**config.mk**
```make
export PLATFORM = sky130hd
export DESIGN_NAME = tpb_pixel_map
export DESIGN_NICKNAME = d
export VERILOG_FILES = /design/src/rtl/core/tpb_pkg.sv /design/src/rtl/core/tpb_pixel_map.sv
export SDC_FILE = /design/constraint.sdc
export NUM_CORES = 1
export LEC_CHECK = 0
export BUFFER_PORTS_ARGS = -buffer_cell sky130_fd_sc_hd__buf_4
export CORE_AREA = 2 2 39 41
export DETAILED_ROUTE_END_ITERATION = 10
export DIE_AREA = 0 0 41 43
export GPL_TIMING_DRIVEN = 0
export PLACE_DENSITY = 0.69
export SYNTH_ARGS = -nofsm -noshare
export SYNTH_HDL_FRONTEND = slang
export SYNTH_SLANG_ARGS = --single-unit
```
**constraint.sdc**
```tcl
create_clock -name vclk -period 1.05
set_clock_uncertainty 0.05 [all_clocks]
set_input_delay 0.105 -clock vclk [all_inputs]
set_output_delay 0.105 -clock vclk [all_outputs]
set_load 0.02 [all_outputs]
```
**src/rtl/core/tpb_pkg.sv**
```systemverilog
`timescale 1ns / 1ps
// ----------------------------------------------------------------------------
// tpb_pkg
// Shared constants, request type and pixel index math for the bitplane packer.
// ----------------------------------------------------------------------------
package tpb_pkg;

	// frame geometry
	localparam int COLUMNS     = 256;
	localparam int ROWS        = 128;
	localparam int PIXELS      = COLUMNS * ROWS;
	localparam int PLANE_BYTES = (PIXELS + 7) / 8;

	// widths
	localparam int PIX_W  = $clog2(PIXELS);
	localparam int MEM_AW = $clog2(PLANE_BYTES);
	localparam int BYTE_W = 8;
	localparam int ENTRY_W = 2 * BYTE_W;

	// request operation codes
	localparam logic OP_WRITE = 1'b0;
	localparam logic OP_READ  = 1'b1;

	// pixel codes
	localparam logic [1:0] PIX_BLACK = 2'd1;
	localparam logic [1:0] PIX_RED   = 2'd2;

	// decoded request handed from the front end to the plane pipeline
	typedef struct packed {
		logic              rd;
		logic              ok;
		logic [MEM_AW-1:0] addr;
		logic [BYTE_W-1:0] mask;
		logic [1:0]        code;
	} req_t;

	// mirrored column-major pixel index
	function automatic logic [PIX_W-1:0] pix_index(input logic [7:0] column,
		input logic [6:0] row);
		logic [PIX_W-1:0] mirror;
		logic [PIX_W-1:0] prod;
		mirror = PIX_W'(COLUMNS - 1) - PIX_W'(column);
		prod   = PIX_W'(mirror * PIX_W'(ROWS));
		return prod + PIX_W'(row);
	endfunction

endpackage

```
**src/rtl/core/tpb_pixel_map.sv**
```systemverilog
`timescale 1ns / 1ps
// ----------------------------------------------------------------------------
// tpb_pixel_map
// Decodes an input request into plane byte address, bit mask and range flag.
// ----------------------------------------------------------------------------
module tpb_pixel_map import tpb_pkg::*; (
	input  logic        op,
	input  logic [7:0]  column,
	input  logic [6:0]  row,
	input  logic [1:0]  pixel_code,
	input  logic [11:0] byte_index,
	output req_t        req
);

	logic [PIX_W-1:0] pix;
	logic             col_ok;
	logic             row_ok;
	logic             pix_ok;
	logic             rd_ok;

	// pixel position in the mirrored plane
	assign pix    = pix_index(column, row);
	assign col_ok = 32'(column) < 32'(COLUMNS);
	assign row_ok = 32'(row) < 32'(ROWS);
	assign pix_ok = 32'(pix >> 3) < 32'(PLANE_BYTES);
	assign rd_ok  = 32'(byte_index) < 32'(PLANE_BYTES);

	// request fields, MSB of a byte is the lowest pixel index
	always_comb begin
		req.rd   = (op == OP_READ);
		req.code = pixel_code;
		req.mask = 8'h80 >> pix[2:0];
		if (op == OP_READ) begin
			req.ok   = rd_ok;
			req.addr = MEM_AW'(byte_index);
		end else begin
			req.ok   = col_ok && row_ok && pix_ok;
			req.addr = MEM_AW'(pix >> 3);
		end
	end

endmodule

```
# == Word level (Yosys, flattened, before mapping) ==
# Cells that the tools add are included.
# word_totals
mem_bits_ro,0
input_bits,30
latch_bits,0
word_cells,5
regBits,0
n_memories,0
output_inout_bits,24
ram_bits,0
# op_classes
n_eq_ne,0
multipliers,0
n_div,0
bitwise,0
shift,1
add_sub_neg,2
reduce_logical,0
muxes,1
order_cmp,1
# op_table
operator,count
15-bit by 7-bit adder with 15-bit output,1
12-bit by 13-bit < comparator with 1-bit output (second input constant),1
13-bit two-way mux,1
8-bit by 3-bit >> shifter with 8-bit output (first input constant),1
8-bit subtractor (first input constant),1

# == Longest topological paths before layout ==
# logic_depth
word_depth,4
ltp_mapped,3
depth_no_buf,2

# == Worst setup path after synthesis ==
# No wires, ideal clock.
# synth_timing
kind,input port to output port
start,input op
end,output req[20] (netlist name)
cell_stages,2
arrival_time_ps,755
slack_ps,140
cell_sequence,buf_2 > o21ai_0
# synth_rtl
item,line,text
from (decl),tpb_pixel_map.sv:7,"input logic op,"
to (decl),tpb_pixel_map.sv:12,output req_t req

==> results.txt <==
The total die area is 1760 um^2. In this run the worst hold path is classified as in2out. The classification of the worst setup path is in2out. The layout has 154 filler cells. The layout overhead on the synthesized area came out at 165%. In this run the worst path has a maximum fanout of 10. The area inside the core boundary is 1380 um^2. The register area is 0 um^2. The switching power of the nets is 0.140 mW. The signal on the critical path passes through buf_6, mux2_4, buf_4.

The post-layout net count came out at 118. The average instance in the mapped netlist occupies 6.64 um^2. The final max-slew violation count is 0. The shortest period the worst path allows came out at 0.837 ns. Sequential elements use 0% of the synthesized area. The iteration-0 DRC count of the detailed router came out at 0. Sequential cells account for 0% of the total power.

Input and output buffers added on the ports amount to 50. The kind of launch point of the worst setup path is an input port. The critical path launch point is op. In this run, post-CTS repair resized a total of 0 instances.

The total number of vias came out at 419. The maximum operating frequency is 1190 MHz. The final critical path takes up 79.8% of the cycle.

On the critical path, the stage with the largest delay is an instance of mux2_4. The combined buffer and inverter count along the critical path came out at 2. Data arrives at the worst endpoint at 0.68 ns. Summed over all layers, the routed wires come to 946 um. The number of antenna violations at the first check in global routing is 0. The number of sequential cells in the layout is 0. The total standard cell area after synthesis is 239 um^2. During I/O placement, the number of pins put on the boundary was 54.

The routed length per instance is 9.27 um. Setup violations remaining at the end of the flow were counted as 0. In this run the number of cells on the critical path is 3. The number of clock buffers in the layout is 0. The number of endpoints with negative hold slack in the final report came out at 0. The count of yosys warnings during synthesis is 0. The end of the critical path is req[10]. The total power draw is 0.315 mW. The first global-routing pass estimated 1.39 mm of wire.

Setup repair after global routing left no endpoint under its margin. From left edge to right edge, the die measures 41 um. The highest layer touched by signal routing is met3.

Synthesis produced a netlist with a net count of 66. The height of the die is 43 um. The ratio of cells with drive above 1 in the final layout came out at 69.8%. The number of global-route vias before repair is 324. The worst setup path is captured at an output port. The worst ir drop on vdd came out at 0.192 mV. The flow ran to the end, and the final reports show no timing, DRC or antenna violations. The power density over the cells came out at 497 nW/um^2. The cell count after synthesis came out at 36. Timing analysis after detailed placement gives a worst setup slack of 0.208 ns. The count of distinct cell types in the synthesized netlist is 12. The worst hold slack is 0.357 ns. The internal power of the cells came out at 0.175 mW.

The placed wire-length estimate came out at 820 um. Cells fill 45.8% of the core in the end. The starting density of the core came out at 17.3%. The routability congestion estimate from global placement is 0.586. The number of post-CTS setup repair buffers came out at 0. The switching fraction of total power came out at 44.4%.

The total overflow left after global routing is 0. The worst path setup slack after routing is 0.213 ns. The quantity of hold-fixing buffers added after cts came out at 0.

The number of search-and-repair iterations in the first detailed-routing pass is 1. The cell family contributing the most delay on the critical path is multiplexers. Per report_power, the clock group accounts for 0% of the total. The count of maximum capacitance violations came out at 0. The met2 wire length is 492 um. The maximum number of pins on one net before global-route repair is 11.

The total routed wire length on the met1 layer came out at 335 um. Adding up every negative setup slack in the final design gives 0 ns. The highest cell delay on the worst timing path came out at 0.30 ns. The remaining design rule violation count came out at 0. In the routed layout, each cell is associated on average with a via count of 4.11.

Per report_power, the combinational group accounts for 100.0% of the total. The floorplan row count is 14. The critical path data required time came out at 0.89 ns. In this run the remaining antenna-violating nets after routing total 0. The overall track demand over capacity in global routing is 10.5%. The leakage dissipation is 0.366 nW. The met3 wirelength from detailed routing came out at 118 um. The repair_antennas step left the layout with diodes totalling 0.
-- Yosys cell counts (all sizes together) --
cell / count / share of area (%)
nand2: 9 / 14
nor2: 1 / 1.6
mux2: 4 / 25
buf: 6 / 19
conb: 1 / 1.6
nor3b: 3 / 9.4
and3b: 2 / 7.3
and3: 1 / 2.6
o21ai: 8 / 17
nor3: 1 / 2.1
-- area by class of cell --
class                      instances  area (um^2)  area share (%)
multi-input combinational         30          193            30.4
tap                               16         20.0            3.16
timing repair buffer              50          375            59.2
buffer                             6         46.3            7.30
-- per-layer routing --
layer | up-vias | GRT usage, %
met5 | - | 0
met4 | 0 | 0
met3 | 0 | 0.524
met2 | 26 | 18.1
met1 | 174 | 14.6
li1 | 219 | -
-- cells by family after synthesis --
group           share of synthesized area (%)
buf+inv                                  19.4
compound gates                           16.8
other cells                              1.57
simple gates                             37.2
mux                                      25.1
-- worst min path at each step --
stage / from / endpoint / slack [ns] / cells past startpoint
5_1_grt: op / req[23] / 0.36 / 2
4_1_cts: pixel_code[0] / req[0] / 0.36 / 2
3_3_place_gp: pixel_code[1] / req[1] / 0.36 / 2
6_report: pixel_code[0] / req[0] / 0.36 / 2
2_1_floorplan: row[0] / req[9] / 0.24 / 1
3_5_place_dp: pixel_code[0] / req[0] / 0.36 / 2
-- placed cells by master (no fill, tap or decap) --
master / n
buf_4: 54
nand2_1: 9
o21ai_0: 8
mux2_4: 4
nor3b_1: 3
and3b_1: 2
buf_2: 1
buf_6: 1
and3_1: 1
nor2_1: 1
nor3_1: 1
conb_1: 1
-- per-stage QoR --
step,area (um^2),instances
detailed placement,634,102
global placement,634,102
floorplan,239,36
finish,634,102
global route,634,102
CTS,634,102
-- power by group through the flow --
stage / Combinational [mW] / Clock (mW) / Sequential (mW)
after floorplan: 0.148 / 0 / 0
after global placement: 0.314 / 0 / 0
after detailed placement: 0.317 / 0 / 0
after CTS: 0.318 / 0 / 0
after global routing: 0.338 / 0 / 0
final: 0.315 / 0 / 0
(Power assumes the default switching activity.)
